--- src/rtl/acp_pkg.sv ---
// Shared types and character constants for the ANSI CSI sequence parser.
`timescale 1ns / 1ps

package acp_pkg;

    localparam int IDX_W   = 4;   // width of a result's parameter index
    localparam int CNT_W   = 5;   // width of the parameter count and total
    localparam int VAL_W   = 16;  // width of a result's parameter value
    localparam int BYTE_W  = 8;

    localparam logic [BYTE_W-1:0] CH_LBRACKET = 8'h5B;
    localparam logic [BYTE_W-1:0] CH_SEMI     = 8'h3B;
    localparam logic [BYTE_W-1:0] CH_ZERO     = 8'h30;
    localparam logic [BYTE_W-1:0] CH_NINE     = 8'h39;
    localparam logic [BYTE_W-1:0] CH_UPPER_A  = 8'h41;
    localparam logic [BYTE_W-1:0] CH_UPPER_Z  = 8'h5A;
    localparam logic [BYTE_W-1:0] CH_LOWER_A  = 8'h61;
    localparam logic [BYTE_W-1:0] CH_LOWER_Z  = 8'h7A;

    localparam int DEC_BASE = 10;

    typedef enum logic [2:0] {
        PM_START,
        PM_OPEN,
        PM_NUMBER,
        PM_AFTER_SEP,
        PM_DONE
    } parse_mode_t;

    typedef enum logic {
        CS_ACCEPT,
        CS_EMIT
    } ctl_state_t;

    // Controller to datapath
    typedef struct packed {
        logic             take;  // input item accepted this cycle
        logic             load;  // load result at idx into the output register
        logic [IDX_W-1:0] idx;
    } acp_cmd_t;

    // Datapath to controller
    typedef struct packed {
        logic has_result;  // the offered item ends a sequence or reports end of input on an unfinished parse
        logic is_last;     // result at cmd.idx is the last of the run
    } acp_status_t;

endpackage

--- src/rtl/ansi_csi_sequence_parser.sv ---
// Top level of the ANSI CSI sequence parser: controller plus datapath.
`timescale 1ns / 1ps

// Parses the body of an ANSI control sequence that follows ESC, one byte per
// input item: '[', optional decimal parameters separated by ';', and a final
// letter. An ordinary byte produces no result. A final letter produces one
// result per stored parameter (one result if there are none), and an
// end_of_input item on an unfinished parse produces one incomplete report;
// the sequencer moves such an item's results one result per cycle through the
// single output register, and stalls while m_ready is low. Input is not taken
// while results are being sequenced out. Parameter values saturate at
// 2^PARAM_BITS - 1; parameters beyond MAX_PARAMS are dropped and clear
// status_ok. s_start_new clears the parse before its own byte is used.
module ansi_csi_sequence_parser #(
    parameter int MAX_PARAMS = 8,
    parameter int PARAM_BITS = 16
) (
    input  logic                          aclk,
    input  logic                          aresetn,
    input  logic                          s_valid,
    output logic                          s_ready,
    input  logic [acp_pkg::BYTE_W-1:0]    s_in_byte,
    input  logic                          s_start_new,
    input  logic                          s_end_of_input,
    output logic                          m_valid,
    input  logic                          m_ready,
    output logic [acp_pkg::BYTE_W-1:0]    m_final_letter,
    output logic [acp_pkg::IDX_W-1:0]     m_param_index,
    output logic [acp_pkg::VAL_W-1:0]     m_param_value,
    output logic [acp_pkg::CNT_W-1:0]     m_param_total,
    output logic                          m_status_ok,
    output logic                          m_complete,
    output logic                          m_last
);
    import acp_pkg::*;

    acp_cmd_t    cmd;
    acp_status_t status;

    acp_ctrl u_ctrl (
        .aclk    (aclk),
        .aresetn (aresetn),
        .s_valid (s_valid),
        .s_ready (s_ready),
        .m_valid (m_valid),
        .m_ready (m_ready),
        .status  (status),
        .cmd     (cmd)
    );

    acp_dpath #(
        .MAX_PARAMS (MAX_PARAMS),
        .PARAM_BITS (PARAM_BITS)
    ) u_dpath (
        .aclk           (aclk),
        .aresetn        (aresetn),
        .s_in_byte      (s_in_byte),
        .s_start_new    (s_start_new),
        .s_end_of_input (s_end_of_input),
        .cmd            (cmd),
        .status         (status),
        .m_final_letter (m_final_letter),
        .m_param_index  (m_param_index),
        .m_param_value  (m_param_value),
        .m_param_total  (m_param_total),
        .m_status_ok    (m_status_ok),
        .m_complete     (m_complete),
        .m_last         (m_last)
    );

`ifndef SYNTH
    // never accept a byte while a result is being loaded
    a_take_load_excl: assert property (@(posedge aclk) disable iff (!aresetn)
        !(cmd.take && cmd.load))
        else $error("input accepted during result sequencing");

    a_incomplete_form: assert property (@(posedge aclk) disable iff (!aresetn)
        (m_valid && !m_complete) |-> (m_last && !m_status_ok && m_final_letter == '0))
        else $error("malformed incomplete report");

    a_index_range: assert property (@(posedge aclk) disable iff (!aresetn)
        (m_valid && m_complete && m_param_total != '0) |->
        (CNT_W'(m_param_index) < m_param_total))
        else $error("parameter index beyond total");

    a_last_index: assert property (@(posedge aclk) disable iff (!aresetn)
        (cmd.load && !status.is_last) |=> (m_valid && !m_last))
        else $error("last flag set early");
`endif

endmodule

--- src/rtl/acp_ctrl.sv ---
// Handshake controller and result sequencer for the ANSI CSI sequence parser.
`timescale 1ns / 1ps

module acp_ctrl (
    input  logic                aclk,
    input  logic                aresetn,
    input  logic                s_valid,
    output logic                s_ready,
    output logic                m_valid,
    input  logic                m_ready,
    input  acp_pkg::acp_status_t status,
    output acp_pkg::acp_cmd_t   cmd
);
    import acp_pkg::*;

    ctl_state_t       state_reg, state_next;
    logic [IDX_W-1:0] idx_reg, idx_next;
    logic             m_valid_reg, m_valid_next;
    logic             out_free;

    always_ff @(posedge aclk) begin
        if (!aresetn) begin
            state_reg   <= CS_ACCEPT;
            idx_reg     <= '0;
            m_valid_reg <= 1'b0;
        end else begin
            state_reg   <= state_next;
            idx_reg     <= idx_next;
            m_valid_reg <= m_valid_next;
        end
    end

    always_comb begin
        out_free     = !m_valid_reg || m_ready;
        state_next   = state_reg;
        idx_next     = idx_reg;
        s_ready      = 1'b0;
        cmd.take     = 1'b0;
        cmd.load     = 1'b0;
        cmd.idx      = idx_reg;
        unique case (state_reg)
            CS_ACCEPT: begin
                s_ready  = 1'b1;
                cmd.take = s_valid;
                if (s_valid && status.has_result) begin
                    state_next = CS_EMIT;
                    idx_next   = '0;
                end
            end
            CS_EMIT: begin
                // advance one result each time the output register frees up
                cmd.load = out_free;
                if (out_free) begin
                    if (status.is_last) begin
                        state_next = CS_ACCEPT;
                    end else begin
                        idx_next = idx_reg + IDX_W'(1);
                    end
                end
            end
            default: begin
                state_next = CS_ACCEPT;
            end
        endcase

        if (cmd.load) begin
            m_valid_next = 1'b1;
        end else if (m_ready) begin
            m_valid_next = 1'b0;
        end else begin
            m_valid_next = m_valid_reg;
        end
    end

    assign m_valid = m_valid_reg;

endmodule

--- src/rtl/acp_dpath.sv ---
// Parse state, parameter accumulator, parameter store and output register.
`timescale 1ns / 1ps

module acp_dpath #(
    parameter int MAX_PARAMS = 8,
    parameter int PARAM_BITS = 16
) (
    input  logic                          aclk,
    input  logic                          aresetn,
    input  logic [acp_pkg::BYTE_W-1:0]    s_in_byte,
    input  logic                          s_start_new,
    input  logic                          s_end_of_input,
    input  acp_pkg::acp_cmd_t             cmd,
    output acp_pkg::acp_status_t          status,
    output logic [acp_pkg::BYTE_W-1:0]    m_final_letter,
    output logic [acp_pkg::IDX_W-1:0]     m_param_index,
    output logic [acp_pkg::VAL_W-1:0]     m_param_value,
    output logic [acp_pkg::CNT_W-1:0]     m_param_total,
    output logic                          m_status_ok,
    output logic                          m_complete,
    output logic                          m_last
);
    import acp_pkg::*;

    localparam int SEL_W  = (MAX_PARAMS > 1) ? $clog2(MAX_PARAMS) : 1;
    localparam int WIDE_W = PARAM_BITS + 4;
    localparam logic [CNT_W-1:0] MAX_CNT = CNT_W'(MAX_PARAMS);

    parse_mode_t           mode_reg, mode_next, mode_e;
    logic                  ok_reg, ok_next, ok_e;
    logic [CNT_W-1:0]      count_reg, count_next, count_e;
    logic [BYTE_W-1:0]     letter_reg, letter_next, letter_e;
    logic                  incomplete_reg, incomplete_next;
    logic [PARAM_BITS-1:0] acc_reg, acc_next;
    logic [PARAM_BITS-1:0] store_reg [MAX_PARAMS];

    logic                  wr_en;
    logic                  legal;
    logic                  room;
    logic                  is_digit, is_letter;
    logic [3:0]            digit;
    logic [WIDE_W-1:0]     acc_wide, prod;
    logic [PARAM_BITS-1:0] acc_sat;
    logic [PARAM_BITS-1:0] rd_value;
    logic [VAL_W+PARAM_BITS-1:0] rd_ext;

    assign is_digit  = (s_in_byte >= CH_ZERO) && (s_in_byte <= CH_NINE);
    assign is_letter = ((s_in_byte >= CH_UPPER_A) && (s_in_byte <= CH_UPPER_Z)) ||
                       ((s_in_byte >= CH_LOWER_A) && (s_in_byte <= CH_LOWER_Z));
    assign digit     = 4'(s_in_byte - CH_ZERO);

    // acc * 10 + digit, saturated
    assign acc_wide = WIDE_W'(acc_reg);
    assign prod     = (acc_wide << 3) + (acc_wide << 1) + WIDE_W'(digit);
    assign acc_sat  = (|prod[WIDE_W-1:PARAM_BITS]) ? {PARAM_BITS{1'b1}}
                                                   : prod[PARAM_BITS-1:0];

    always_comb begin
        // start_new clears the parse before the byte is looked at
        mode_e   = s_start_new ? PM_START : mode_reg;
        ok_e     = s_start_new ? 1'b1 : ok_reg;
        count_e  = s_start_new ? '0 : count_reg;
        letter_e = s_start_new ? '0 : letter_reg;
        room     = count_e < MAX_CNT;

        mode_next       = mode_e;
        ok_next         = ok_e;
        count_next      = count_e;
        letter_next     = letter_e;
        acc_next        = acc_reg;
        incomplete_next = incomplete_reg;
        wr_en           = 1'b0;
        legal           = 1'b0;
        status.has_result = 1'b0;
        status.is_last    = incomplete_reg || (count_reg == '0) ||
                            ((CNT_W'(cmd.idx) + CNT_W'(1)) == count_reg);

        if (s_end_of_input) begin
            if (mode_e != PM_DONE) begin
                ok_next           = 1'b0;
                incomplete_next   = 1'b1;
                status.has_result = 1'b1;
            end
        end else begin
            unique case (mode_e)
                PM_START: begin
                    if (s_in_byte == CH_LBRACKET) begin
                        legal     = 1'b1;
                        mode_next = PM_OPEN;
                    end
                end
                PM_OPEN, PM_AFTER_SEP: begin
                    if (is_digit) begin
                        legal     = 1'b1;
                        mode_next = PM_NUMBER;
                        if (room) begin
                            acc_next = PARAM_BITS'(digit);
                        end else begin
                            ok_next = 1'b0;
                        end
                    end else if (is_letter && mode_e == PM_OPEN) begin
                        legal       = 1'b1;
                        letter_next = s_in_byte;
                        mode_next   = PM_DONE;
                    end
                end
                PM_NUMBER: begin
                    if (is_digit) begin
                        legal = 1'b1;
                        if (room) begin
                            acc_next = acc_sat;
                        end
                    end else if (s_in_byte == CH_SEMI || is_letter) begin
                        legal = 1'b1;
                        // close the parameter; a dropped one is not stored
                        if (room) begin
                            wr_en      = 1'b1;
                            count_next = count_e + CNT_W'(1);
                        end
                        if (is_letter) begin
                            letter_next = s_in_byte;
                            mode_next   = PM_DONE;
                        end else begin
                            mode_next = PM_AFTER_SEP;
                        end
                    end
                end
                default: begin
                    legal = 1'b0;
                end
            endcase

            if (!legal) begin
                ok_next = 1'b0;
            end else if (mode_next == PM_DONE) begin
                incomplete_next   = 1'b0;
                status.has_result = 1'b1;
            end
        end
    end

    always_ff @(posedge aclk) begin
        if (!aresetn) begin
            mode_reg       <= PM_START;
            ok_reg         <= 1'b1;
            count_reg      <= '0;
            letter_reg     <= '0;
            incomplete_reg <= 1'b0;
        end else if (cmd.take) begin
            mode_reg       <= mode_next;
            ok_reg         <= ok_next;
            count_reg      <= count_next;
            letter_reg     <= letter_next;
            incomplete_reg <= incomplete_next;
        end
    end

    always_ff @(posedge aclk) begin
        if (cmd.take) begin
            acc_reg <= acc_next;
        end
        if (cmd.take && wr_en) begin
            store_reg[count_e[SEL_W-1:0]] <= acc_reg;
        end
    end

    assign rd_value = store_reg[cmd.idx[SEL_W-1:0]];
    assign rd_ext   = {{VAL_W{1'b0}}, rd_value};

    always_ff @(posedge aclk) begin
        if (cmd.load) begin
            if (incomplete_reg) begin
                m_final_letter <= '0;
                m_param_index  <= '0;
                m_param_value  <= '0;
                m_param_total  <= count_reg;
                m_status_ok    <= 1'b0;
                m_complete     <= 1'b0;
                m_last         <= 1'b1;
            end else if (count_reg == '0) begin
                m_final_letter <= letter_reg;
                m_param_index  <= '0;
                m_param_value  <= '0;
                m_param_total  <= '0;
                m_status_ok    <= ok_reg;
                m_complete     <= 1'b1;
                m_last         <= 1'b1;
            end else begin
                m_final_letter <= letter_reg;
                m_param_index  <= cmd.idx;
                m_param_value  <= rd_ext[VAL_W-1:0];
                m_param_total  <= count_reg;
                m_status_ok    <= ok_reg;
                m_complete     <= 1'b1;
                m_last         <= status.is_last;
            end
        end
    end

endmodule
--- config.mk ---
export PLATFORM = sky130hd
export DESIGN_NAME = ansi_csi_sequence_parser
export DESIGN_NICKNAME = d
export VERILOG_FILES = /design/src/rtl/acp_pkg.sv /design/src/rtl/ansi_csi_sequence_parser.sv /design/src/rtl/acp_ctrl.sv /design/src/rtl/acp_dpath.sv
export SDC_FILE = /design/constraint.sdc
export NUM_CORES = 1
export LEC_CHECK = 0
export BUFFER_PORTS_ARGS = -buffer_cell sky130_fd_sc_hd__buf_4
export CORE_ASPECT_RATIO = 1.1
export CORE_MARGIN = 4
export CORE_UTILIZATION = 29
export CTS_BUF_LIST = sky130_fd_sc_hd__clkbuf_2 sky130_fd_sc_hd__clkbuf_4 sky130_fd_sc_hd__clkbuf_8
export CTS_CLUSTER_DIAMETER = 60
export CTS_CLUSTER_SIZE = 20
export DETAILED_ROUTE_END_ITERATION = 8
export RECOVER_POWER = 25
export SYNTH_ARGS = -nofsm -noshare
export SYNTH_HDL_FRONTEND = slang
export SYNTH_SLANG_ARGS = --single-unit
--- constraint.sdc ---
create_clock -name aclk -period 6.2 [get_ports aclk]
set_input_delay 0.31 -clock aclk [delete_from_list [all_inputs] [get_ports aclk]]
set_output_delay 0.31 -clock aclk [all_outputs]
set_load 0.05 [all_outputs]
-- Word level (Yosys, flattened, before mapping)
Memory sizes are Yosys's and may differ from the RTL's. A register that Yosys moved wholly into a read port is not among the register bits.
Cells that the tools add are included.
- ROM bits: 0
- logic and storage cells: 146
- flip-flop bits (word level): 60
- memories: 1
- bits in latches: 0
- bits of input ports: 14
- output and inout port bits: 38
- memory bits (writable): 128
- memory list (name ; depth ; width ; read ports ; clocked after memory_dff ; write ports ; RTL line ; text):
    u_dpath.store_reg ; 8 ; 16 ; 1 ; 1 ; 1 ; acp_dpath.sv:35 ; logic [PARAM_BITS-1:0] store_reg [MAX_PARAMS];
- order comparisons: 7
- multipliers: 0
- eq/ne operators: 16
- bitwise operators: 2
- reductions and logical operators: 24
- shift operators: 0
- $add $sub $neg: 6
- divide/modulo/power cells: 0
- multiplexer cells: 75
- operator list (operator ; count):
    $mux 16 ; 5
    $mux 8 ; 7
    $mux 5 ; 8
    $mux 1 ; 37
    $pmux 16 s2 ; 1
    $mux 3 ; 9
    $add 19x17->20 ; 1
    $add 20x4->20 ; 1
    $ge 8x7->1 const B ; 2
    $le 8x7->1 const B ; 2
    $pmux 8 s2 ; 1
    $mux 4 ; 3
    $ne 2x1->1 const B ; 6
    $pmux 3 s3 ; 1
    $eq 8x6->1 const B ; 1
    $eq 8x7->1 const B ; 1
    $ge 8x6->1 const B ; 1
    $le 8x6->1 const B ; 1
    $pmux 4 s2 ; 1
    $reduce_bool 2->1 ; 4
    $reduce_and 7->1 ; 1
    $eq 3x2->1 const B ; 2
    $logic_and 1x1->1 ; 6
    $add 4x1->5 const B ; 1
    other kinds (20) ; 27

-- Longest topological paths before layout
- depth in word-level cells: 15
- depth in mapped cells: 10
- mapped depth without buffers: 9

-- By module
A second synthesis with hierarchy kept.
- cell total of the unflattened synthesis: 653
- area total of the unflattened synthesis: 9401.5 sq um
- modules (own cells, without submodules) (module ; instances ; cells each ; sequential area each (sq um) ; area an instance (sq um)):
    acp_dpath ; 1 ; 618 ; 5765.5 ; 9095.0
    acp_ctrl ; 1 ; 35 ; 120.1 ; 306.5

-- Worst setup path after synthesis
OpenSTA, ideal clock, no wires.
- kind: in2reg
- start: input port s_start_new
- end: memory u_dpath.store_reg[1][0] (enable)
- required time: 5.770 ns
- arrival time: 3.169 ns
- setup slack: 2.601 ns
- library setup time: 0.430 ns
- cell stages on the path: 6
- path buffers: 1
- path through: clkbuf_1 nor4b_4 o21ai_1 nor4b_2 nand2_1 nor4_1
- word-level cells in the longest chain between the ends: 10
- elaborated cells on any way between the ends: 12
- those cells by class: 1 x order compare; 1 x eq/ne; 9 x mux; 1 x reduce/logical
- RTL lines (what ; RTL line ; text):
    from (decl) ; ansi_csi_sequence_parser.sv:23 ; input logic s_start_new,
    $mux 5 ; acp_dpath.sv:62 ; count_e = s_start_new ? '0 : count_reg;
    $lt 5x4->1 ; acp_dpath.sv:64 ; room = count_e < MAX_CNT;
    $mux 1 ; acp_dpath.sv:116 ; if (room) begin
    $mux 1 ; acp_dpath.sv:113 ; end else if (s_in_byte == CH_SEMI || is_letter) begin
    $mux 1 ; acp_dpath.sv:108 ; if (is_digit) begin
    $mux 1 ; acp_dpath.sv:85 ; unique case (mode_e)
    $mux 1 ; acp_dpath.sv:78 ; if (s_end_of_input) begin
    $logic_and 1x1->1 ; acp_dpath.sv:162 ; if (cmd.take && wr_en) begin
    $mux 1 ; acp_dpath.sv:162 ;
    $mux 1 (implied by the code) ; acp_dpath.sv:163 ; store_reg[count_e[SEL_W-1:0]] <= acc_reg;
    to (decl) ; acp_dpath.sv:35 ;
Several ways; a longest one is shown, not always the timed one.

-- Final worst setup path
- start: register u_dpath.acc_reg[0]
- end: register u_dpath.acc_reg[13], data pin
- word-level cells in the longest chain between the ends: 7
- RTL lines (what ; RTL line ; text):
    from (decl) ; acp_dpath.sv:34 ; logic [PARAM_BITS-1:0] acc_reg, acc_next;
    from (signal assigned) ; acp_dpath.sv:160 ; acc_reg <= acc_next;
    $add 19x17->20 * ; acp_dpath.sv:54 ; assign prod = (acc_wide << 3) + (acc_wide << 1) + WIDE_W'(digit);
    $add 20x4->20 * ; acp_dpath.sv:54 ;
    $reduce_or 4->1 ; acp_dpath.sv:55 ; assign acc_sat = (|prod[WIDE_W-1:PARAM_BITS]) ? {PARAM_BITS{1'b1}}
    $mux 16 * ; acp_dpath.sv:55 ;
    $mux 16 * ; acp_dpath.sv:110 ; if (room) begin
    $mux 16 * ; acp_dpath.sv:108 ;
    $pmux 16 s2 * ; acp_dpath.sv:85 ;
Mark *: on every way between the ends. The rest lies on a longest branch, timed or not. The select of a mux whose other input is x is not followed.
A chain may end at the register's enable or synchronous reset.

==> qor.yml <==
synthArstFlopShare: 0
synth-seq-cells: 204
setup_slack_ps: 2530
critPathKind: "reg -> reg"
clock-sinks: 204
fin_skew_ps: 40.0
synth_largest_area_cell: "edfxtp_1"
core_um2: 31600
grt_pass1_vias: 5546
die_area_um2: 35200
ys.flop_type: "edfxtp_1"
wl_um: 18700
grt_max_degree: 38
largest_reg_flops: 128
switchingPower_uw: 478
drt-pass1-iter-count: 4
grt_pass1_wl_um: 30300
clk_latency_ps: 510
rsz0062_at_grt: "false"
leakagePower_nw: 3.39
maxCapViolCount: 0
num_antenna_cells: 0
cts-root-buf: "clkbuf_8"
fin_tns_setup_ps: 0
die_y_um: 196
clk_pin_slew_worst_paths_ps: 130
grtUsageTotal: 0.107
synth.most_common_cell: "edfxtp_1"
hold_buffers: 0
yosys_warnings: 0
place_area_um2: 10200
power.internal_mw: 1.79
outcome: "finished clean"
layout_worst_path_cycle_share: 0.592
start_kind: "flip-flop"
h-tree-depth: 1
whs_ps: 85.6
dp_hpwl_um: 12500
drt-initial-drc-count: 308
drv_slew: 0
p_per_area_nw_per_um2: 216
die_x_um: 179
final_area_um2: 10500
slew_headroom: 0.249
finalHoldViolCount: 0
tightest_slew_ps: 1120
area_growth_pct: 12.2
cp.required_ps: 6390
syn-num-nets: 687
period_needed_ps: 3670
detailedPlace.worstSlack_ps: 2590
p_seq_frac: 0.653
numPortBuffers: 51
synthTopCellsByArea: "edfxtp_1 58%, mux4_2 7.7%, dfxtp_1 5.1%"
p_sw_frac: 0.211
crit_arrival_ps: 3860
ioPinCount: 52
drive_above_1_share: 0.200
synthDominantCellAreaShare: 0.579
power_frac_clock: 0.318
post-route-drc-count: 0
max_freq_ghz: 0.273
nNetsFinal: 728
place.gp.congestion: 0.808
yosysSeqAreaShare: 0.630
cts_made_buffers: 15
routed_via_density: 4.82
initial_utilization: 0.296
cts_tree: "done"
synth_edf_count: 180
avgSynthCellArea_um2: 14.6
num_vias: 5326
wl_per_cell_um: 16.9
cts_setup_buffers: 0
synth_area_um2: 9340
hold_class: "in -> reg"
antenna_found_initial: 0
synthTopCellsByCount: "180 x edfxtp_1, 48 x nor2_1, 38 x nand2_1"
crit_path_end_kind: "flip-flop"
ir_drop_mv: 0.0935
power_frac_comb: 0.029
syn_inst: 638
rows: 68
synth_cell_types: 69
grt_overflow: 0
cts_resized: 0
ant_nets: 0
setup_viol: 0
cts_max_path_buffers: 3
path_max_fanout: 16
==> placed cells by master (no fill, tap or decap), types with 3 or more instances in the layout <==
cell type,count
edfxtp_1,180
buf_4,60
nor2_1,48
nand2_1,38
ha_1,33
mux4_2,32
dfxtp_1,22
a21oi_1,21
nand3_1,21
mux2i_1,18
clkbuf_8,15
nor2b_1,14
o211ai_1,14
o21ai_0,13
xnor2_1,11
a21boi_0,10
nor3_1,10
inv_1,9
nand2b_1,8
nand4_1,7
o21a_1,7
and2_1,7
xor2_1,6
nand3b_1,4
o31ai_1,4
o21bai_1,3
o21ai_1,3
and3_1,3
==> logic make-up (layout without fill, tap and decap cells) <==
kind of cell    after synthesis  after routing  share of synthesized area
compound gates              106            106                     0.0884
simple gates                181            181                      0.100
flops                       204            204                      0.630
fa+ha+maj                    35             35                     0.0485
buf+inv                      45             91                     0.0202
xor+xnor                     17             17                     0.0159
mux                          50             50                     0.0964
==> worst paths after layout <==
path / start / to / slack (ps) / cells after the start
max: u_dpath.acc_reg[0]$_DFFE_PP_ / u_dpath.acc_reg[13]$_SDFFCE_PN0P_ / 2530 / 8
min: s_in_byte[0] / u_dpath.letter_reg[0]$_SDFFE_PN0P_ / 90 / 3
max reg2reg: u_dpath.acc_reg[0]$_DFFE_PP_ / u_dpath.acc_reg[13]$_SDFFCE_PN0P_ / 2530 / 8
min reg2reg: u_dpath.letter_reg[7]$_SDFFE_PN0P_ / u_dpath.letter_reg[7]$_SDFFE_PN0P_ / 450 / 2
==> power by group through the flow <==
stage | Combinational (mW) | Sequential [mW] | Clock [mW]
5_1_grt | 0.0728 | 1.48 | 0.798
6_report | 0.0663 | 1.48 | 0.721
3_5_place_dp | 0.0664 | 1.51 | 0
4_1_cts | 0.0666 | 1.48 | 0.746
3_3_place_gp | 0.0662 | 1.51 | 0
2_1_floorplan | 0.0346 | 1.52 | 0
==> layer usage <==
layer | part of all wire | track usage | vias up
li1 | - | - | 2546
met1 | 0.45 | 0.140 | 2688
met2 | 0.50 | 0.190 | 73
met3 | 0.030 | 0.0125 | 19
met4 | 0.014 | 0.0251 | 0
met5 | 0 | 0 | -
==> through the flow <==
step / utilization / power [mW] / instances
floorplan: - / 1.56 / 638
global placement: 0.323 / 1.58 / 1082
detailed placement: 0.323 / 1.58 / 1082
CTS: 0.332 / 2.29 / 1104
global route: 0.332 / 2.35 / 1104
finish: 0.332 / 2.27 / 1104
==> final cells by class <==
type,instances,area (µm²)
repair buffers,60,450
well taps,420,526
clock buffers,17,221
clock inverters,5,68.8
fillers,3064,21100
multi-input cells,389,3300
inverters,9,33.8
flip-flops and latches,204,5890
==> worst max-delay path, cell delays in order, from the launching register on <==
cell	delay, ps
edfxtp_1	550
fa_1	560
fa_1	510
a21oi_4	220
o2111ai_4	190
a2111oi_4	440
o221ai_2	190
a32oi_4	520
o211ai_1	160
Power figures use the tool's default switching activity.
